[src/rtl/core/ffba_pkg.sv]
`default_nettype none
package ffba_pkg;

  // Command codes of an input word.
  localparam logic [1:0] CMD_ALLOC   = 2'd0;
  localparam logic [1:0] CMD_FREE    = 2'd1;
  localparam logic [1:0] CMD_REALLOC = 2'd2;

  // Status codes of a result word.
  localparam logic [1:0] ST_OK      = 2'd0;
  localparam logic [1:0] ST_NOSPACE = 2'd1;
  localparam logic [1:0] ST_UNKNOWN = 2'd2;
  localparam logic [1:0] ST_ZERO    = 2'd3;

  // Configuration register indexes.
  localparam logic [1:0] REG_HEAP_BASE    = 2'd0;
  localparam logic [1:0] REG_HEAP_LIMIT   = 2'd1;
  localparam logic [1:0] REG_HEADER_BYTES = 2'd2;

  localparam int unsigned PADDR_W = 4;

  // Register reset values.
  localparam logic [31:0] HEAP_BASE_RESET    = 32'd0;
  localparam logic [31:0] HEAP_LIMIT_RESET   = 32'd65536;
  localparam logic [7:0]  HEADER_BYTES_RESET = 8'd24;

  // Kind of search a token performs as it walks the cell chain.
  typedef enum logic {
    SRCH_LIVE,
    SRCH_FREE
  } srch_e_t;

  // Update that the controller broadcasts to one cell.
  typedef enum logic [1:0] {
    WR_NONE,
    WR_FILL,
    WR_SET_FREE,
    WR_CLR_FREE
  } wr_op_t;

  typedef struct packed {
    wr_op_t      op;
    logic [31:0] addr;
    logic [31:0] size;
  } wr_t;

  // Search token handed from cell to cell.
  typedef struct packed {
    logic        valid;
    srch_e_t     mode;
    logic        hit;
    logic [31:0] key;
    logic [31:0] hit_addr;
    logic [31:0] hit_size;
  } tok_t;

  typedef enum logic [2:0] {
    S_IDLE,
    S_LAUNCH,
    S_WAIT,
    S_GROW,
    S_TAKE,
    S_FREE_OLD,
    S_DONE
  } state_t;

endpackage
`default_nettype wire

[src/rtl/core/ffba_cell.sv]
`default_nettype none
module ffba_cell #(
  parameter int IDX_W      = 6,
  parameter int CNT_W      = 7,
  parameter int CELL_INDEX = 0
) (
  input  wire logic              clk,
  input  wire logic              rst,
  input  wire logic [CNT_W-1:0]  count,
  input  wire ffba_pkg::wr_t     wr,
  input  wire logic [IDX_W-1:0]  wr_index,
  input  wire ffba_pkg::tok_t    tok_in,
  input  wire logic [IDX_W-1:0]  idx_in,
  output ffba_pkg::tok_t         tok_out,
  output logic [IDX_W-1:0]       idx_out
);

  localparam logic [IDX_W-1:0] MY_IDX = IDX_W'(CELL_INDEX);
  localparam logic [CNT_W-1:0] MY_CNT = CNT_W'(CELL_INDEX);

  // One table entry.
  logic [31:0] addr_q;
  logic [31:0] size_q;
  logic        free_q;

  logic used;
  logic match;
  logic wr_here;

  assign used    = MY_CNT < count;
  assign wr_here = wr_index == MY_IDX;

  // An entry claims the token when it is the first one to satisfy the search.
  always_comb begin
    match = 1'b0;
    if (tok_in.valid && !tok_in.hit && used) begin
      if (tok_in.mode == ffba_pkg::SRCH_FREE) begin
        match = free_q && (size_q >= tok_in.key);
      end else begin
        match = !free_q && (addr_q == tok_in.key);
      end
    end
  end

  // Entry updates from the controller.
  always_ff @(posedge clk) begin
    if (wr_here) begin
      unique case (wr.op)
        ffba_pkg::WR_FILL: begin
          addr_q <= wr.addr;
          size_q <= wr.size;
          free_q <= 1'b0;
        end
        ffba_pkg::WR_SET_FREE: free_q <= 1'b1;
        ffba_pkg::WR_CLR_FREE: free_q <= 1'b0;
        ffba_pkg::WR_NONE: ;
      endcase
    end
  end

  // Token stage toward the next cell; only the valid bit needs a reset.
  always_ff @(posedge clk) begin
    if (rst) begin
      tok_out.valid <= 1'b0;
    end else begin
      tok_out.valid <= tok_in.valid;
    end
    tok_out.mode <= tok_in.mode;
    tok_out.key  <= tok_in.key;
    if (match) begin
      tok_out.hit      <= 1'b1;
      tok_out.hit_addr <= addr_q;
      tok_out.hit_size <= size_q;
      idx_out          <= MY_IDX;
    end else begin
      tok_out.hit      <= tok_in.hit;
      tok_out.hit_addr <= tok_in.hit_addr;
      tok_out.hit_size <= tok_in.hit_size;
      idx_out          <= idx_in;
    end
  end

endmodule
`default_nettype wire

[config.mk]
export PLATFORM = sky130hd
export DESIGN_NAME = ffba_cell
export DESIGN_NICKNAME = d
export VERILOG_FILES = /design/src/rtl/core/ffba_pkg.sv /design/src/rtl/core/ffba_cell.sv
export SDC_FILE = /design/constraint.sdc
export NUM_CORES = 1
export LEC_CHECK = 0
export ABC_AREA = 1
export BUFFER_PORTS_ARGS = -buffer_cell sky130_fd_sc_hd__buf_2
export CORE_ASPECT_RATIO = 0.5
export CORE_MARGIN = 10
export CORE_UTILIZATION = 42
export DETAILED_ROUTE_END_ITERATION = 8
export GPL_TIMING_DRIVEN = 0
export PLACE_DENSITY = 0.78
export SLEW_MARGIN = 20
export SYNTH_ARGS = -nofsm -noshare
export SYNTH_HDL_FRONTEND = slang
export SYNTH_SLANG_ARGS = --single-unit
[constraint.sdc]
create_clock -name clk -period 7 [get_ports clk]
set_input_delay 1.4 -clock clk [delete_from_list [all_inputs] [get_ports clk]]
set_output_delay 1.4 -clock clk [all_outputs]
set_load 0.05 [all_outputs]
# Word level (Yosys, flattened, before mapping)

Index checks and enable logic that the tools add are counted.

Logic and storage cells: 31
Output and inout port bits: 105
Bits of input ports: 186
Register bits after elaboration: 170

Muxes and demuxes: 4
Order comparisons: 2
Equal/unequal tests: 4
Reduce and logical (&&, ||, !) cells: 11

Operators with widths:

| operator           | number |
|---|---|
| $mux 64            | 1 |
| $eq 32x32->1       | 1 |
| $ge 32x32->1       | 1 |
| $lt 1x7->1 const A | 1 |
| $logic_not 6->1    | 1 |
| $eq 2x2->1 const B | 2 |
| $logic_and 1x1->1  | 4 |
| $reduce_and 2->1   | 2 |
| $eq 2x1->1 const B | 1 |
| $logic_not 1->1    | 2 |
| $mux 1             | 2 |
| $pmux 1 s2         | 1 |
| $reduce_bool 2->1  | 1 |
| $reduce_or 2->1    | 1 |

# Logic depth before layout (Yosys ltp)

Depth after elaboration: 5
Mapped depth: 20
Depth with buffers taken out: 18

# Worst setup path before layout

No wires, ideal clock.

Path kind: in2reg
Start: input port wr_index[3]
End: register addr_q[0] (enable)
Stages on the path: 3
Library setup time: 0.565 ns
Path buffers: 0
Required time: 6.435 ns
Data arrival time: 6.096 ns
Path slack: 0.338 ns
Cell sequence: nor4_1 > nand2_1 > nor3_1

Cells in the longest elaborated chain, start to end: 2

Ends and longest elaborated chain:

| item                       | RTL line        | text |
|---|---|---|
| start, declared            | ffba_cell.sv:11 | `input wire logic [IDX_W-1:0] wr_index,` |
| $logic_not 6->1            | ffba_cell.sv:31 | `assign wr_here = wr_index == MY_IDX;` |
| $reduce_and 2->1 (no line) | n/a             |  |
| end signal, assigned       | ffba_cell.sv:50 | `addr_q <= wr.addr;` |
| end, declared              | ffba_cell.sv:22 | `logic [31:0] addr_q;` |

Every way passes these cells.
A chain may end at the register's enable or synchronous reset.

# Final worst setup path

Start: input port tok_in[71] in the netlist's numbering
End: register tok_out[33] in the netlist's numbering

Cells in the longest elaborated chain, start to end: 5
Elaborated cells on any way between the ends: 7
Those cells by class: order compare: 1; eq/ne: 1; mux: 3; reduce/logical: 2

Ends and longest elaborated chain:

| item                                                | RTL line                         | text |
|---|---|---|
| start, declared                                     | ffba_cell.sv:12                  | `input wire ffba_pkg::tok_t tok_in,` |
| $ge 32x32->1 / $eq 32x32->1 (equally long branches) | ffba_cell.sv:38, ffba_cell.sv:40 |  |
| $logic_and 1x1->1, on equally long branches         | ffba_cell.sv:38, ffba_cell.sv:40 |  |
| $mux 1 (*)                                          | ffba_cell.sv:37                  | `if (tok_in.mode == ffba_pkg::SRCH_FREE) begin` |
| $mux 1 (*)                                          | ffba_cell.sv:36                  | `if (tok_in.valid && !tok_in.hit && used) begin` |
| $mux 64 (*)                                         | ffba_cell.sv:70                  | `if (match) begin` |
| end, declared                                       | ffba_cell.sv:14                  | `output ffba_pkg::tok_t tok_out,` |

Mark *: on every way between the ends. The rest lies on a longest branch, timed or not.

==> flow_metrics.env <==
export IMPL_synth_edf_count=65
export IMPL_dp_hpwl_mm=17.09
export IMPL_yosysMostFrequentCell="nand2_1"
export IMPL_preCtsSetupSlack_ns=3.255
export IMPL_core_um2=14740
export IMPL_r2r_start="size_q[7]"
export IMPL_critPathLaunch="tok_in[71]"
export IMPL_synthTopCellsByArea="dfxtp_1 (33%), edfxtp_1 (30%), nand2_1 (12%)"
export IMPL_switchingPower_w=0.0006703
export IMPL_fillers=1299
export IMPL_yosys_top_cells_count="nand2_1 (212), dfxtp_1 (105), edfxtp_1 (65), nand3_1 (65), inv_1 (58)"
export IMPL_p_leak_nw=4.444
export IMPL_hold_depth=2
export IMPL_fmax_mhz=295.8
export IMPL_power_density_nw_per_um2=266.0
export IMPL_avgSynthCellArea_um2=9.917
export IMPL_track_usage_pct=19.21
export IMPL_drive_gt1_share_pct=34.73
export IMPL_critPathArrivalTime_ns=3.74
export IMPL_path_clk_slew_ns=0.08
export IMPL_grt_pass1_vias=5714
export IMPL_setup_violations=0
export IMPL_die_area_um2=20950
export IMPL_antenna_found_initial=0
export IMPL_ir_drop_v=0.0001572
export IMPL_die_h_um=107.5
export IMPL_synth_cells=648
export IMPL_h_tree_depth=4
export IMPL_r2r_end="tok_out[33]"
export IMPL_hold_path_class="register to register"
export IMPL_cts_setup_buffers=0
export IMPL_die_w_um=194.9
export IMPL_synth_seq_cells=170
export IMPL_grt_start_max_net_pins=18
export IMPL_swShare_pct=28.78
export IMPL_num_antenna_cells=0
export IMPL_clock_root_buffer="clkbuf_16"
export IMPL_synth_ff_type="dfxtp_1"
export IMPL_multi_input_area_um2=2036
export IMPL_seq_area_frac_synth_pct=63.08
export IMPL_async_flop_share_pct=0
export IMPL_synth_top_area_share_pct=32.71
export IMPL_vias=5441
export IMPL_cts_hold_buf=0
export IMPL_holdCritStartpoint="size_q[10]"
export IMPL_period_needed_ns=3.381
export IMPL_crit_type="input port to register"
export IMPL_relSlewSlack_pct=51.91
export IMPL_seq_area_um2=4054
export IMPL_clockPowerShare_pct=39.6
export IMPL_netlist_area_um2=6426
export IMPL_fin_ws_ns=3.619
export IMPL_crit_required_ns=7.36
export IMPL_p_seq_share_pct=46.1
export IMPL_crit_fanout=10
export IMPL_syn_to_final_growth_pct=36.23
export IMPL_yosys_warnings=0
export IMPL_cts_made_buffers=17
export IMPL_total_power_w=0.002329
export IMPL_worstMarginPinSlew_ns=0.7121
export IMPL_max_cap_violations=0
export IMPL_holdPathEnd="tok_out[10]"
export IMPL_finalHoldViolCount=0
export IMPL_clock_path_buffers=2
export IMPL_ios=291
export IMPL_cts_resized=0
export IMPL_remaining_drc_errors=0
export IMPL_gp_congestion=0.8509
export IMPL_cts_tree="done"
export IMPL_insertion_delay_ns=0.42
export IMPL_grt_pass1_wl_mm=31.28
export IMPL_p_int_w=0.001659
export IMPL_worstSetupEndpointType="register"
export IMPL_grt_overflow=0
export IMPL_fp_row_count=31
export IMPL_ant_nets=0
export IMPL_dr_first_iter_drc_count=202
export IMPL_final_util_pct=59.40
export IMPL_portBuffers=290
export IMPL_status="finished, final reports clean"
export IMPL_finalWirelength_mm=20.80
export IMPL_nNetsFinal=1181
export IMPL_wl_per_cell_um=17.72
export IMPL_vias_per_cell=4.635
export IMPL_ff2ff_setup_slack_ns=4.29
export IMPL_synth_lib_cells_used_distinct=24
export IMPL_cts_sinks=170
export IMPL_r2r_worst_path_cells=16
export IMPL_skew_ns=0.01548
export IMPL_slew_viol_final=0
export IMPL_combPwrFrac_pct=14.3
export IMPL_synthesis_nets=866
export IMPL_finalCritPeriodShare_pct=48.30
export IMPL_start_kind="input port"
export IMPL_drtPass1Iterations=5
export IMPL_synth_top_area_cell="dfxtp_1"
export IMPL_start_util_pct=43.60
export IMPL_rsz0062_at_grt="false"
[flip-flops by register name, summed over array words and instances (netlist names)]
name / flops
free_q: 1
tok_out: 99
idx_out: 6
size_q: 32
addr_q: 32
[worst max-delay path, stage by stage]
cell      delay (ns)
buf_2           0.09
inv_1           0.06
ha_1            0.31
nand2_1         0.06
inv_1           0.07
nand2_1         0.08
nor2_1          0.11
nor2_1          0.05
nand2_1         0.10
nand2_1         0.06
nand2_1         0.06
nand2_1         0.04
nand2_1         0.05
nand2_1         0.04
nand2_1         0.28
clkbuf_1        0.48
nand3_1         0.25
nand2_1         0.13
[worst max-delay path by stage]
stage / end / slack, ns / cells past startpoint
final: tok_out[33] / 3.62 / 18
after global routing: tok_out[33] / 3.35 / 18
after CTS: tok_out[33] / 3.64 / 18
after detailed placement: tok_out[33] / 3.25 / 18
after global placement: addr_q[23] / -1.72 / 4
after floorplan: addr_q[0] / 0.34 / 3
[cell families after synthesis]
kind of cell / after synthesis / synth area share, %
and+or+nand+nor: 319 / 20.39
DFF: 170 / 63.08
buffers and inverters: 80 / 5.315
AOI/OAI and AO/OA: 34 / 3.213
adders and majority gates: 32 / 6.230
xor gates and xnor gates: 13 / 1.772
[placed cells by master, fill, tap and decap left out]
cell type,Yosys,layout
nand2_1,212,212
inv_1,58,58
o21ai_0,7,7
a21oi_4,1,1
nor3_1,2,1
or2_2,1,1
nor4_1,1,1
clkbuf_1,13,14
xnor2_1,13,13
inv_8,0,2
ha_1,32,32
edfxtp_1,65,65
buf_4,0,5
o21a_1,2,2
inv_2,1,1
nand3_1,65,65
nand3b_1,1,1
dfxtp_1,105,105
buf_2,3,293
o22ai_1,1,1
clkinv_8,0,1
clkinv_4,0,3
buf_6,5,6
clkbuf_8,0,1
clkbuf_16,0,18
nand4_1,8,8
nor2_1,29,29
nor3_2,0,1
a21oi_1,16,16
clkinv_2,0,2
o41ai_1,1,1
a21boi_0,6,6
inv_4,0,1
inv_6,0,3
[routing by layer]
layer	GRT usage, %	routed length [um]
met2	35.02	10810
met4	6.067	437
met3	5.100	1192
met1	21.67	8358
met5	0	0
[through the flow]
stage / TNS [ns] / instances / hold WS [ns] / cell area (um2)
2_1_floorplan: 0 / 648 / 0.4735 / 6426
3_3_place_gp: -109.63 / 1136 / 0.4892 / 8125
3_5_place_dp: 0 / 1142 / 0.5045 / 8179
4_1_cts: 0 / 1174 / 0.5193 / 8755
5_1_grt: 0 / 1174 / 0.5347 / 8755
6_report: 0 / 1174 / 0.5105 / 8755
[power by group through the flow]
stage | registers, W | logic [W] | clock network [W]
5_1_grt | 0.00108 | 0.000356 | 0.000979
3_5_place_dp | 0.00110 | 0.000334 | 0
3_3_place_gp | 0.00110 | 0.000327 | 0
4_1_cts | 0.00108 | 0.000335 | 0.000937
6_report | 0.00107 | 0.000333 | 0.000921
2_1_floorplan | 0.00124 | 0.0000687 | 0
[cell type report]
cell class | instances | share of cell area (%)
Inverter | 59 | 2.530
Timing Repair Buffer | 296 | 17.14
Clock buffer | 20 | 5.345
Tap cell | 198 | 2.830
Multi-Input combinational cell | 398 | 23.25
Sequential cell | 170 | 46.31
Clock inverter | 12 | 1.229
Buffer | 21 | 1.372
No activity file was read; power rests on OpenSTA's default activity.
