==> src/rtl/core/ffba_pkg.sv <==
`default_nettype none
package ffba_pkg;

  // Command codes of an input word.
  localparam logic [1:0] CMD_ALLOC   = 2'd0;
  localparam logic [1:0] CMD_FREE    = 2'd1;
  localparam logic [1:0] CMD_REALLOC = 2'd2;

  // Status codes of a result word.
  localparam logic [1:0] ST_OK      = 2'd0;
  localparam logic [1:0] ST_NOSPACE = 2'd1;
  localparam logic [1:0] ST_UNKNOWN = 2'd2;
  localparam logic [1:0] ST_ZERO    = 2'd3;

  // Configuration register indexes.
  localparam logic [1:0] REG_HEAP_BASE    = 2'd0;
  localparam logic [1:0] REG_HEAP_LIMIT   = 2'd1;
  localparam logic [1:0] REG_HEADER_BYTES = 2'd2;

  localparam int unsigned PADDR_W = 4;

  // Register reset values.
  localparam logic [31:0] HEAP_BASE_RESET    = 32'd0;
  localparam logic [31:0] HEAP_LIMIT_RESET   = 32'd65536;
  localparam logic [7:0]  HEADER_BYTES_RESET = 8'd24;

  // Kind of search a token performs as it walks the cell chain.
  typedef enum logic {
    SRCH_LIVE,
    SRCH_FREE
  } srch_e_t;

  // Update that the controller broadcasts to one cell.
  typedef enum logic [1:0] {
    WR_NONE,
    WR_FILL,
    WR_SET_FREE,
    WR_CLR_FREE
  } wr_op_t;

  typedef struct packed {
    wr_op_t      op;
    logic [31:0] addr;
    logic [31:0] size;
  } wr_t;

  // Search token handed from cell to cell.
  typedef struct packed {
    logic        valid;
    srch_e_t     mode;
    logic        hit;
    logic [31:0] key;
    logic [31:0] hit_addr;
    logic [31:0] hit_size;
  } tok_t;

  typedef enum logic [2:0] {
    S_IDLE,
    S_LAUNCH,
    S_WAIT,
    S_GROW,
    S_TAKE,
    S_FREE_OLD,
    S_DONE
  } state_t;

endpackage
`default_nettype wire

==> src/rtl/core/ffba_cmd_if.sv <==
`default_nettype none
interface ffba_cmd_if;
  logic        valid;
  logic        ready;
  logic [1:0]  command;
  logic [31:0] request_bytes;
  logic [31:0] block_address;

  modport source (output valid, output command, output request_bytes,
                  output block_address, input ready);
  modport sink (input valid, input command, input request_bytes,
                input block_address, output ready);
endinterface
`default_nettype wire

==> src/rtl/core/ffba_rsp_if.sv <==
`default_nettype none
interface ffba_rsp_if;
  logic        valid;
  logic        ready;
  logic [31:0] result_address;
  logic [1:0]  status;
  logic [31:0] copy_bytes;

  modport source (output valid, output result_address, output status,
                  output copy_bytes, input ready);
  modport sink (input valid, input result_address, input status,
                input copy_bytes, output ready);
endinterface
`default_nettype wire

==> src/rtl/core/ffba_ctrl.sv <==
`default_nettype none
module ffba_ctrl #(
  parameter int MAX_BLOCKS = 64
) (
  input  wire logic                              clk,
  input  wire logic                              rst,
  ffba_cmd_if.sink                               cmd,
  ffba_rsp_if.source                             rsp,
  input  wire logic [31:0]                       heap_limit,
  input  wire logic [7:0]                        header_bytes,
  output logic [$clog2(MAX_BLOCKS+1)-1:0]        count,
  output ffba_pkg::wr_t                          wr,
  output logic [$clog2(MAX_BLOCKS)-1:0]          wr_index,
  output ffba_pkg::tok_t                         inject,
  input  wire ffba_pkg::tok_t                    tail,
  input  wire logic [$clog2(MAX_BLOCKS)-1:0]     tail_idx
);

  localparam int IDX_W = $clog2(MAX_BLOCKS);
  localparam int CNT_W = $clog2(MAX_BLOCKS + 1);
  localparam logic [CNT_W-1:0] FULL = CNT_W'(MAX_BLOCKS);

  ffba_pkg::state_t state, state_next;

  // Latched command word.
  logic [1:0]  cmd_q;
  logic [31:0] req_q;
  logic [31:0] addr_q;

  ffba_pkg::srch_e_t srch_mode;
  logic [IDX_W-1:0]  old_idx;
  logic [31:0]       old_size;
  logic [IDX_W-1:0]  hit_idx;

  logic [31:0] res_addr;
  logic [1:0]  res_st;
  logic [31:0] res_copy;

  logic [31:0] heap_top;

  logic        rsp_valid;
  logic [31:0] rsp_addr;
  logic [1:0]  rsp_st;
  logic [31:0] rsp_copy;

  logic        accept;
  logic        rsp_load;
  logic [33:0] grow_end;
  logic [31:0] grow_addr;
  logic        grow_fits;
  logic        grow_commit;

  assign accept   = cmd.valid && cmd.ready;
  assign rsp_load = (state == ffba_pkg::S_DONE) && (!rsp_valid || rsp.ready);

  // Heap growth is checked in 34 bits so that no sum wraps.
  assign grow_end    = {2'b00, heap_top} + {26'd0, header_bytes} + {2'b00, req_q};
  assign grow_addr   = heap_top + {24'd0, header_bytes};
  assign grow_fits   = (count != FULL) && (grow_end <= {2'b00, heap_limit});
  assign grow_commit = (state == ffba_pkg::S_GROW) && grow_fits;

  // Next state.
  always_comb begin
    state_next = state;
    unique case (state)
      ffba_pkg::S_IDLE: begin
        if (accept) begin
          if (cmd.command == ffba_pkg::CMD_ALLOC) begin
            state_next = (cmd.request_bytes == 32'd0) ? ffba_pkg::S_DONE : ffba_pkg::S_LAUNCH;
          end else if ((cmd.command == ffba_pkg::CMD_FREE) ||
                       (cmd.command == ffba_pkg::CMD_REALLOC)) begin
            state_next = (cmd.block_address == 32'd0) ? ffba_pkg::S_DONE : ffba_pkg::S_LAUNCH;
          end else begin
            state_next = ffba_pkg::S_DONE;
          end
        end
      end
      ffba_pkg::S_LAUNCH: state_next = ffba_pkg::S_WAIT;
      ffba_pkg::S_WAIT: begin
        if (tail.valid) begin
          if (srch_mode == ffba_pkg::SRCH_LIVE) begin
            if (!tail.hit) begin
              state_next = ffba_pkg::S_DONE;
            end else if (cmd_q == ffba_pkg::CMD_FREE || req_q == 32'd0) begin
              state_next = ffba_pkg::S_FREE_OLD;
            end else if (tail.hit_size >= req_q) begin
              state_next = ffba_pkg::S_DONE;
            end else begin
              state_next = ffba_pkg::S_LAUNCH;
            end
          end else begin
            state_next = tail.hit ? ffba_pkg::S_TAKE : ffba_pkg::S_GROW;
          end
        end
      end
      ffba_pkg::S_GROW: begin
        if (grow_fits && cmd_q == ffba_pkg::CMD_REALLOC) begin
          state_next = ffba_pkg::S_FREE_OLD;
        end else begin
          state_next = ffba_pkg::S_DONE;
        end
      end
      ffba_pkg::S_TAKE: begin
        state_next = (cmd_q == ffba_pkg::CMD_REALLOC) ? ffba_pkg::S_FREE_OLD : ffba_pkg::S_DONE;
      end
      ffba_pkg::S_FREE_OLD: state_next = ffba_pkg::S_DONE;
      ffba_pkg::S_DONE: begin
        if (rsp_load) begin
          state_next = ffba_pkg::S_IDLE;
        end
      end
      default: state_next = ffba_pkg::S_IDLE;
    endcase
  end

  // Outputs: handshake, token injection and entry updates.
  always_comb begin
    cmd.ready       = state == ffba_pkg::S_IDLE;
    inject.valid    = state == ffba_pkg::S_LAUNCH;
    inject.mode     = srch_mode;
    inject.hit      = 1'b0;
    inject.key      = (srch_mode == ffba_pkg::SRCH_FREE) ? req_q : addr_q;
    inject.hit_addr = 32'd0;
    inject.hit_size = 32'd0;
    wr.op           = ffba_pkg::WR_NONE;
    wr.addr         = grow_addr;
    wr.size         = req_q;
    wr_index        = old_idx;
    unique case (state)
      ffba_pkg::S_GROW: begin
        wr_index = count[IDX_W-1:0];
        if (grow_fits) begin
          wr.op = ffba_pkg::WR_FILL;
        end
      end
      ffba_pkg::S_TAKE: begin
        wr_index = hit_idx;
        wr.op    = ffba_pkg::WR_CLR_FREE;
      end
      ffba_pkg::S_FREE_OLD: wr.op = ffba_pkg::WR_SET_FREE;
      default: ;
    endcase
  end

  // Control registers.
  always_ff @(posedge clk) begin
    if (rst) begin
      state     <= ffba_pkg::S_IDLE;
      count     <= '0;
      heap_top  <= ffba_pkg::HEAP_BASE_RESET;
      rsp_valid <= 1'b0;
    end else begin
      state <= state_next;
      if (grow_commit) begin
        count    <= count + CNT_W'(1);
        heap_top <= grow_end[31:0];
      end
      if (rsp_load) begin
        rsp_valid <= 1'b1;
      end else if (rsp.ready) begin
        rsp_valid <= 1'b0;
      end
    end
  end

  // Command data path.
  always_ff @(posedge clk) begin
    unique case (state)
      ffba_pkg::S_IDLE: begin
        if (accept) begin
          cmd_q    <= cmd.command;
          req_q    <= cmd.request_bytes;
          addr_q   <= cmd.block_address;
          res_addr <= 32'd0;
          res_copy <= 32'd0;
          res_st   <= ffba_pkg::ST_UNKNOWN;
          if (cmd.command == ffba_pkg::CMD_ALLOC) begin
            srch_mode <= ffba_pkg::SRCH_FREE;
            if (cmd.request_bytes == 32'd0) begin
              res_st <= ffba_pkg::ST_ZERO;
            end
          end else begin
            srch_mode <= ffba_pkg::SRCH_LIVE;
          end
        end
      end
      ffba_pkg::S_WAIT: begin
        if (tail.valid && tail.hit) begin
          if (srch_mode == ffba_pkg::SRCH_LIVE) begin
            old_idx  <= tail_idx;
            old_size <= tail.hit_size;
            if (cmd_q == ffba_pkg::CMD_FREE) begin
              res_st <= ffba_pkg::ST_OK;
            end else if (req_q == 32'd0) begin
              res_st <= ffba_pkg::ST_ZERO;
            end else if (tail.hit_size >= req_q) begin
              res_addr <= addr_q;
              res_st   <= ffba_pkg::ST_OK;
            end else begin
              srch_mode <= ffba_pkg::SRCH_FREE;
            end
          end else begin
            hit_idx  <= tail_idx;
            res_addr <= tail.hit_addr;
            res_st   <= ffba_pkg::ST_OK;
            res_copy <= (cmd_q == ffba_pkg::CMD_REALLOC) ? old_size : 32'd0;
          end
        end
      end
      ffba_pkg::S_GROW: begin
        if (grow_fits) begin
          res_addr <= grow_addr;
          res_st   <= ffba_pkg::ST_OK;
          res_copy <= (cmd_q == ffba_pkg::CMD_REALLOC) ? old_size : 32'd0;
        end else begin
          res_addr <= 32'd0;
          res_st   <= ffba_pkg::ST_NOSPACE;
          res_copy <= 32'd0;
        end
      end
      default: ;
    endcase
  end

  // Output register, so a new command can be taken while a result waits.
  always_ff @(posedge clk) begin
    if (rsp_load) begin
      rsp_addr <= res_addr;
      rsp_st   <= res_st;
      rsp_copy <= res_copy;
    end
  end

  assign rsp.valid          = rsp_valid;
  assign rsp.result_address = rsp_addr;
  assign rsp.status         = rsp_st;
  assign rsp.copy_bytes     = rsp_copy;

  // A token leaves the chain only while the controller waits for it.
  a_tail_in_wait: assert property (@(posedge clk) disable iff (rst)
    tail.valid |-> state == ffba_pkg::S_WAIT)
    else $error("search token left the chain outside the wait state");

  // The table never holds more entries than it has cells.
  a_count_bound: assert property (@(posedge clk) disable iff (rst)
    count <= FULL)
    else $error("entry count exceeds table size");

  // The heap top only grows, and only together with a new entry.
  a_top_grows: assert property (@(posedge clk) disable iff (rst)
    !$past(rst) && (heap_top != $past(heap_top)) |->
      (heap_top > $past(heap_top)) && (count == $past(count) + CNT_W'(1)))
    else $error("heap top moved without appending an entry");

  // A result is only loaded once the command is finished.
  a_load_done: assert property (@(posedge clk) disable iff (rst)
    rsp_load |=> rsp_valid && state == ffba_pkg::S_IDLE)
    else $error("result load did not return to idle");

endmodule
`default_nettype wire

==> src/flat_wrapper.sv <==
// flat-port wrapper written by rule: the top's interface ports become plain ports
module ffba_ctrl_flat 
#(
  parameter int MAX_BLOCKS = 64
)
  (clk, rst, heap_limit, header_bytes, count, wr, wr_index, inject, tail, tail_idx, cmd_valid, cmd_command, cmd_request_bytes, cmd_block_address, cmd_ready, rsp_valid, rsp_result_address, rsp_status, rsp_copy_bytes, rsp_ready);
  ffba_cmd_if cmd_i ();
  ffba_rsp_if rsp_i ();
  input  wire logic clk;
  input  wire logic rst;
  input  wire logic [31:0] heap_limit;
  input  wire logic [7:0] header_bytes;
  output logic [$clog2(MAX_BLOCKS+1)-1:0] count;
  output ffba_pkg::wr_t wr;
  output logic [$clog2(MAX_BLOCKS)-1:0] wr_index;
  output ffba_pkg::tok_t inject;
  input  wire ffba_pkg::tok_t tail;
  input  wire logic [$clog2(MAX_BLOCKS)-1:0] tail_idx;
  input wire logic [$bits(cmd_i.valid)-1:0] cmd_valid;
  input wire logic [$bits(cmd_i.command)-1:0] cmd_command;
  input wire logic [$bits(cmd_i.request_bytes)-1:0] cmd_request_bytes;
  input wire logic [$bits(cmd_i.block_address)-1:0] cmd_block_address;
  output wire logic [$bits(cmd_i.ready)-1:0] cmd_ready;
  output wire logic [$bits(rsp_i.valid)-1:0] rsp_valid;
  output wire logic [$bits(rsp_i.result_address)-1:0] rsp_result_address;
  output wire logic [$bits(rsp_i.status)-1:0] rsp_status;
  output wire logic [$bits(rsp_i.copy_bytes)-1:0] rsp_copy_bytes;
  input wire logic [$bits(rsp_i.ready)-1:0] rsp_ready;
  assign cmd_i.valid = cmd_valid;
  assign cmd_i.command = cmd_command;
  assign cmd_i.request_bytes = cmd_request_bytes;
  assign cmd_i.block_address = cmd_block_address;
  assign cmd_ready = cmd_i.ready;
  assign rsp_valid = rsp_i.valid;
  assign rsp_result_address = rsp_i.result_address;
  assign rsp_status = rsp_i.status;
  assign rsp_copy_bytes = rsp_i.copy_bytes;
  assign rsp_i.ready = rsp_ready;
  ffba_ctrl #(.MAX_BLOCKS(MAX_BLOCKS)) u_core (.clk(clk), .rst(rst), .cmd(cmd_i), .rsp(rsp_i), .heap_limit(heap_limit), .header_bytes(header_bytes), .count(count), .wr(wr), .wr_index(wr_index), .inject(inject), .tail(tail), .tail_idx(tail_idx));
endmodule
==> config.mk <==
export PLATFORM = sky130hd
export DESIGN_NAME = ffba_ctrl_flat
export DESIGN_NICKNAME = d
export VERILOG_FILES = /design/src/rtl/core/ffba_pkg.sv /design/src/rtl/core/ffba_cmd_if.sv /design/src/rtl/core/ffba_rsp_if.sv /design/src/rtl/core/ffba_ctrl.sv /design/src/flat_wrapper.sv
export SDC_FILE = /design/constraint.sdc
export NUM_CORES = 1
export LEC_CHECK = 0
export BUFFER_PORTS_ARGS = -buffer_cell sky130_fd_sc_hd__buf_2
export CAP_MARGIN = 10
export CORE_MARGIN = 4
export CORE_UTILIZATION = 46
export DETAILED_ROUTE_END_ITERATION = 8
export PLACE_DENSITY = 0.75
export SYNTH_ARGS = -nofsm -noshare
export SYNTH_HDL_FRONTEND = slang
export SYNTH_SLANG_ARGS = --single-unit
==> constraint.sdc <==
create_clock -name clk -period 6.32 [get_ports clk]
set_clock_uncertainty 0.05 [all_clocks]
set_input_delay 0.316 -clock clk [delete_from_list [all_inputs] [get_ports clk]]
set_output_delay 0.316 -clock clk [all_outputs]
set_load 0.1 [all_outputs]
==> Yosys cells after proc, flatten, opt, wreduce, memory -nomap -nowiden <==
Index checks and enable logic that the tools add are counted.
{ "totals": {"reg_bits": 286, "latchBits": 0, "mem_bits_rw": 0, "rom_bits": 0, "word_cells": 122, "n_memories": 0} }
{ "classes": {"n_addsub": 4, "mul": 0, "div_mod_pow": 0, "magnitude_cmp": 2, "eq_ne": 20, "shift": 0, "muxes": 52, "bitwise": 1, "n_reduce_logical": 26} }
{ "op_table": {"columns": ["operator", "count"], "rows": [
  ["32-bit 2-to-1 mux", 12],
  ["32-bit case mux with 3 select lines", 2],
  ["32-bit zero test", 3],
  ["3-bit 2-to-1 mux", 12],
  ["34-bit by 32-bit adder with 34-bit output", 1],
  ["34-bit by 32-bit <= comparator with 1-bit output", 1],
  ["32-bit by 8-bit adder with 33-bit output", 1],
  ["32-bit by 8-bit adder with 32-bit output", 1],
  ["32-bit greater-or-equal comparator", 1],
  ["3-bit case mux with 7 select lines", 1],
  ["2-bit 2-to-1 mux", 9],
  ["1-bit 2-to-1 mux", 12],
  ["2-bit case mux with 3 select lines", 2],
  ["6-bit case mux with 2 select lines", 1],
  ["3-bit AND reduction", 4],
  ["3-bit equality test (second input constant)", 3],
  ["4-bit AND reduction", 2],
  ["7-bit by 1-bit adder with 7-bit output (second input constant)", 1],
  ["7-bit inequality test (second input constant)", 1],
  ["3-bit by 2-bit equality test with 1-bit output (second input constant)", 2],
  ["1-bit logical AND", 6],
  ["2-bit by 1-bit inequality test with 1-bit output (second input constant)", 3],
  ["3-bit by 2-bit inequality test with 1-bit output (second input constant)", 2],
  ["6-bit AND reduction", 1],
  ["other kinds (15)", 21]
]} }

==> Depth between registers and ports, before layout <==
Gate-level depths: netlist of run 1.
{ "depth": {"word_depth": 7, "ltp_mapped": 29, "depth_no_buf": 26} }

==> Worst setup path after synthesis of run 1 <==
Ideal clock, no wire load.
{ "synth_timing": {"kind": "input -> output", "startpoint": "in header_bytes[0]", "endpoint": "out wr[64] in the netlist's numbering", "arrival_time_ns": 7.897, "t_required_ns": 5.954, "slack_ns": -1.943, "stages": 24, "cell_sequence": "ha_1 fa_1 a211oi_1 o21ai_1 o311ai_2 nor2_1 xor2_1 ha_1 and2_1 and3_1 a21oi_1 o21ai_0 a2111oi_0 o21ai_0 nor2b_1 ha_1 a21o_1 a21o_1 a21oi_1 o21bai_1 a221oi_1 o21a_1 nand4_1 o21ai_0"} }
{ "synth_rtl": {"columns": ["element", "line_no", "source"], "rows": [
  ["start, declared", "flat_wrapper.sv:12", "input wire logic [7:0] header_bytes;"],
  ["end, declared", "flat_wrapper.sv:14", "output ffba_pkg::wr_t wr;"]
]} }

==> results of run 1 <==
-- cells by family after synthesis --
group           count (synthesis)  share of synthesized area, %
compound gates                289                          12.5
xor+xnor                       47                          2.53
fa+ha+maj                     109                          8.48
buf+inv                       219                          6.79
flops                         286                          50.2
mux                            92                          5.95
other cells                     1                        0.0231
simple gates                  434                          13.5
-- critical path: cells and delay by family (launching register included) --
kind | cells | cell delay, ns
and+or+nand+nor | 5 | 0.91
AOI/OAI and AO/OA | 14 | 2.60
DFF | 1 | 0.36
adders and majority gates | 3 | 0.80
buffers and inverters | 5 | 0.80
xor gates and xnor gates | 1 | 0.13
-- where the power goes --
part           switching (W)  internal [W]  leakage [nW]
sequential          0.000294       0.00263          2.63
combinational        0.00367       0.00136          6.89
clock               0.000745       0.00102         0.483
total                0.00471       0.00500          10.0
-- timing repair --
item                                    in CTS  in global routing
endpoints found under the setup margin      73                104
buffers inserted                            22                 18
gates cloned                                 0                  2
hold buffers                               104                  0
hold endpoints to repair                   110                  0
pin swaps                                   40                 63
gates resized for setup                     88                 52
-- cell usage in the layout, fill, tap and decap left out, types with 21 or more instances in the layout --
master           n
buf_2          361
edfxtp_1       243
buf_4          212
nand2_1        122
dlygate4sd3_1  104
inv_1           92
ha_1            89
nor2_1          70
conb_1          65
mux2i_1         55
a21oi_1         47
dfxtp_1         41
mux2_2          36
nand4_1         35
o21ai_0         35
nor3b_1         34
clkbuf_16       33
nor3_1          28
o2bb2ai_1       28
nand3_1         25
nor4_1          25
a21o_1          21
-- state kept, by name, summed over array words and instances (netlist names) --
name,flops
u_core.res_copy,32
u_core.rsp.result_address,32
u_core.hit_idx,6
u_core.rsp.status,2
u_core.srch_mode,1
u_core.old_size,32
u_core.count,7
u_core.rsp.valid,1
u_core.heap_top,32
u_core.req_q,32
u_core.cmd_q,2
u_core.res_st,2
u_core.addr_q,32
u_core.rsp.copy_bytes,32
u_core.old_idx,6
u_core.state,3
u_core.res_addr,32
-- area by class of cell --
cell class                      count  area [um2]
Fill cell                        2582       11500
Multi-Input combinational cell   1036        8510
Sequential cell                   286        8170
Timing Repair Buffer              691        4670
Clock buffer                       34         787
Tap cell                          455         569
Inverter                           96         360
Clock inverter                     20         188
Antenna cell                        4        10.0
-- path summary, 6_finish.rpt --
check | startpoint | end | slack, ns | depth (start not counted)
max reg2reg | u_core.heap_top[1]$_SDFFE_PP0P_ | u_core.res_addr[0]$_DFFE_PP_ | -0.09 | 31
max | u_core.heap_top[1]$_SDFFE_PP0P_ | wr[64] | -0.20 | 28
min | tail[41] | u_core.res_addr[9]$_DFFE_PP_ | 0.08 | 3
min reg2reg | u_core.res_addr[8]$_DFFE_PP_ | u_core.rsp.result_address[8]$_DFFE_PP_ | 0.37 | 0
-- stage by stage --
stage	instances	total power [W]	area [um2]	hold slack [ns]
4_1_cts	2600	0.00956	22800	0.0501
5_1_grt	2621	0.0101	23300	0.0657
3_5_place_dp	2422	0.00759	20200	0.355
6_report	2622	0.00971	23300	0.0752
2_1_floorplan	1541	0.00633	17000	0.350
3_3_place_gp	2422	0.00750	20200	0.351
-- layer usage --
layer / track usage, % / wire length [um]
met2: 48.1 / 28200
met3: 5.34 / 5710
met4: 12.5 / 2950
met1: 38.2 / 23100
met5: 0 / 0
==> impl_metrics.yaml, run 1 <==
run_status:
  outcome: "finished, violations left"
  violations: "negative setup slack"
sta:
  min_period_over_period_pct: 103
  fmax_ghz: 0.153
  hold_viol: 0
  worstMarginPinSlew_ns: 1.16
  fin_setup_tns_ns: -1.71
  max_slew_margin_pct: 22.2
  period_needed_ns: 6.52
  slew_viol_final: 0
  setup_viol: 23
  setup_slack_ns: -0.196
  rsz0062_at_grt: "yes"
detailed_routing:
  first_iter_violations: 1280
  routed_wl_mm: 59.9
  wl_per_cell_um: 22.8
  route.vias.total: 14700
  ant_nets: 0
  drc_errors: 0
  firstDrtPassIters: 5
  post_drt_via_cell_ratio: 5.62
grt:
  antenna_found_initial: 3
  grt_max_degree: 69
  first_global_vias: 14600
  overflow: 0
  grt_pass1_wl_mm: 86.7
  globalRouteTotalUtil_pct: 29.2
yosys:
  synth-seq-area-share_pct: 50.2
  yosysWarnings: 0
  synth_top_area_share_pct: 44.9
  synthesis.area_um2: 16300
  async_flop_share_pct: 0
  ys_types: 73
  syn_area_per_cell_um2: 11.0
  synth_edf_count: 243
  synth.top_cells.by_count: "edfxtp_1, nand2_1, ha_1"
  ys_ff_latch: 286
  synth_top_cells_by_area: "edfxtp_1, ha_1, dfxtp_1"
  synth_ff_type: "edfxtp_1"
  synth.largest_area_cell: "edfxtp_1"
  syn_inst: 1477
  yosysMostFrequentCell: "edfxtp_1"
clock_network:
  cts_tree: "yes"
  cts_num_sinks: 286
  clock_path_buffers: 3
  path_clk_slew_ns: 0.06
  clk_latency_ns: 0.55
  htree_levels: 1
  clockRootBuffer: "clkbuf_16"
  numCtsBuffers: 30
worst_setup_path:
  cp-end-kind: "output pin"
  slowest_stage: "or4b_4"
  arrival_ns: 6.15
  max_stage_delay_ns: 0.47
  crit_fanout: 3
  critPathLaunchType: "register"
  setup.worst_path.class: "register to output pin"
  crit_required_ns: 5.95
  critPathMostFrequentCell: "buf_4"
finish:
  syn_to_final_growth_pct: 43.1
  utilization_pct: 67.0
  layout-drive-gt1-share_pct: 38.1
  fin_nets: 2465
place:
  dpl.hpwl_mm: 45.4
  dp_slack_ns: -0.187
  port_buffers: 362
  gp_congestion: 0.973
floorplanning:
  rows: 68
  fp.dieArea_um2: 38400
  start_util_pct: 46.8
  die_w_um: 196
  fp.dieH_um: 196
  core_um2: 34700
  io_pins: 461
job:
  maxCapViolCount: 0
min_path:
  min_path_type: "primary input to register"
power:
  ir_drop_uv: 355
  p_per_area_nw_per_um2: 417
  p_leak_nw: 10.0
(Power assumes the default switching activity.)
==> inputs of run 2 (changes only) <==
Settings changed: CORE_MARGIN 4 to 10, CORE_UTILIZATION 46 to 48, PLACE_DENSITY 0.75 to 0.77.
==> run 2 against run 1 <==
The run still ends with negative setup slack left. Global-route usage decreased by 1.4 points. Die area increased by 8.4%. Fmax down 0.81%. Sequential power is essentially flat. Routed wire length grew 4.1%. Flip-flop and latch count unchanged. Via count shrank 0.29%. Highest routed layer is now met5.
==> impl_metrics.yaml, run 2 (synthesized netlist as in run 1, its figures left out) <==
run_status:
  outcome: "finished, violations left"
  violations: "negative setup slack"
floorplanning:
  start_util_pct: 48.6
  io_pins: 461
  fp.dieH_um: 204
  die_w_um: 204
  core_um2: 33400
  rows: 67
  fp.dieArea_um2: 41600
detailed_routing:
  route.vias.total: 14700
  wl_met2_mm: 30.3
  routed.top_layer: "met5"
  first_iter_violations: 1468
  routed_wl_mm: 62.3
  post_drt_via_cell_ratio: 5.70
  met1_length_mm: 23.6
  drc_errors: 0
  wl_per_cell_um: 24.2
  ant_nets: 0
  dr_wl_met3_mm: 5.84
  firstDrtPassIters: 5
sta:
  slew_viol_final: 0
  setup_slack_ns: -0.249
  setup_viol: 30
  rsz0062_at_grt: "yes"
  worstMarginPinSlew_ns: 1.15
  fmax_ghz: 0.152
  min_period_over_period_pct: 104
  max_slew_margin_pct: 22.9
  period_needed_ns: 6.57
  hold_viol: 0
  fin_setup_tns_ns: -1.25
min_path:
  min_path_type: "primary input to register"
  hold_start: "tail[49]"
power:
  ir_drop_uv: 264
  switchingPower_w: 0.00475
  switching_share_pct: 48.8
  power_frac_seq_pct: 30.1
  p_leak_nw: 9.82
  p_int_w: 0.00498
  p_per_area_nw_per_um2: 423
  p_clk_share_pct: 18.5
  combPwrFrac_pct: 51.4
place:
  dpl.hpwl_mm: 47.0
  dp_slack_ns: -0.225
  gp_congestion: 0.943
  port_buffers: 362
job:
  maxCapViolCount: 0
grt:
  antenna_found_initial: 8
  grt_max_degree: 68
  grt_pass1_wl_mm: 88.9
  first_global_vias: 14600
  overflow: 0
  globalRouteTotalUtil_pct: 27.9
finish:
  layout-drive-gt1-share_pct: 36.9
  syn_to_final_growth_pct: 41.7
  nFillCells: 2416
  fin_nets: 2423
  final_cell_mix: "buf_2, edfxtp_1, buf_4, nand2_1, dlygate4sd3_1"
  layout_commonest_cell: "buf_2"
worst_setup_path:
  r2r-start: "u_core.heap_top[0]$_SDFFE_PP0P_"
  max_stage_delay_ns: 0.38
  arrival_ns: 6.20
  crit_start: "u_core.heap_top[0]$_SDFFE_PP0P_"
  cpLargestDelayFamily: "compound AO/OA/AOI/OAI gates"
  critPathBufInv: 6
  critPathMostFrequentCell: "buf_4"
  setup.worst_path.class: "register to output pin"
  crit_required_ns: 5.95
  cp-end-kind: "output pin"
  critPathLaunchType: "register"
  slowest_stage: "o311ai_4"
  crit_fanout: 4
clock_network:
  htree_levels: 1
  numCtsBuffers: 30
  clock_path_buffers: 3
  clk_latency_ns: 0.57
  cts_num_sinks: 286
  cts_tree: "yes"
  clockRootBuffer: "clkbuf_16"
  path_clk_slew_ns: 0.06
## run 2: cell count changes in the layout (fill, tap and decap cells not counted), sizes merged
cell | previous run | this run
clkinv | 17 | 16
bufinv | 3 | 4
inv | 95 | 94
buf | 585 | 542
diode | 4 | 11
clkbuf | 36 | 37
clkinvlp | 1 | 3
## run 2: metal layers
| metal | up-vias | global-route usage (%) |
|---|---|---|
| li1 | 6663 | - |
| met1 | 7062 | 34.5 |
| met2 | 821 | 47.7 |
| met3 | 154 | 5.02 |
| met4 | 2 | 10.4 |
| met5 | - | 0 |
## run 2: worst reg2reg max path, delay by kind of cell, from the launching register on
kind | cells | cell delay (ns)
fa+ha+maj | 4 | 1.06
simple gates | 6 | 0.76
compound gates | 10 | 2.11
buf+inv | 9 | 1.41
flops | 1 | 0.36
xor+xnor | 2 | 0.33
## run 2: layout make-up
cell class	count	area (um2)	share of cell area, %
multi-input cells	1036	8530	37.0
flip-flops and latches	286	8170	35.4
repair buffers	649	4390	19.1
clock buffers	34	787	3.42
well taps	448	561	2.43
inverters	96	360	1.56
clock inverters	21	214	0.929
diodes	11	27.5	0.120
## run 2: power groups by stage
stage                     Clock (W)  Sequential, W  Combinational [W]
after floorplan                   0        0.00347            0.00286
after global placement            0        0.00293            0.00454
after detailed placement          0        0.00295            0.00462
after CTS                   0.00181        0.00292            0.00480
after global routing        0.00188        0.00296            0.00523
final                       0.00180        0.00293            0.00501
## run 2: what timing repair did
action                                  CTS  global route
hold buffers                            104             0
endpoints found under the setup margin   87           100
cloned                                    0             4
pin swaps                                53            30
hold endpoints to repair                110             0
buffers inserted                         13             9
resized for setup                        80            62
## run 2: path summary, 6_finish.rpt
path | cells past startpoint | slack, ns | endpoint
max reg2reg | 31 | -0.06 | u_core.res_copy[13]$_DFFE_PP_
min | 3 | 0.07 | u_core.res_addr[17]$_DFFE_PP_
min reg2reg | 0 | 0.36 | u_core.rsp.result_address[27]$_DFFE_PP_
max | 28 | -0.25 | wr[64]
## run 2: metrics by stage
step                      hold slack (ns)  utilization [%]  cell area [um2]  instances  power [W]
after floorplan                     0.350                -            17000       1541    0.00633
after detailed placement            0.355             59.6            19900       2387    0.00757
after CTS                          0.0554             67.3            22500       2558    0.00952
final                              0.0695             68.9            23000       2581    0.00974
after global placement              0.351             59.6            19900       2387    0.00747
after global routing               0.0700             68.8            23000       2576     0.0101
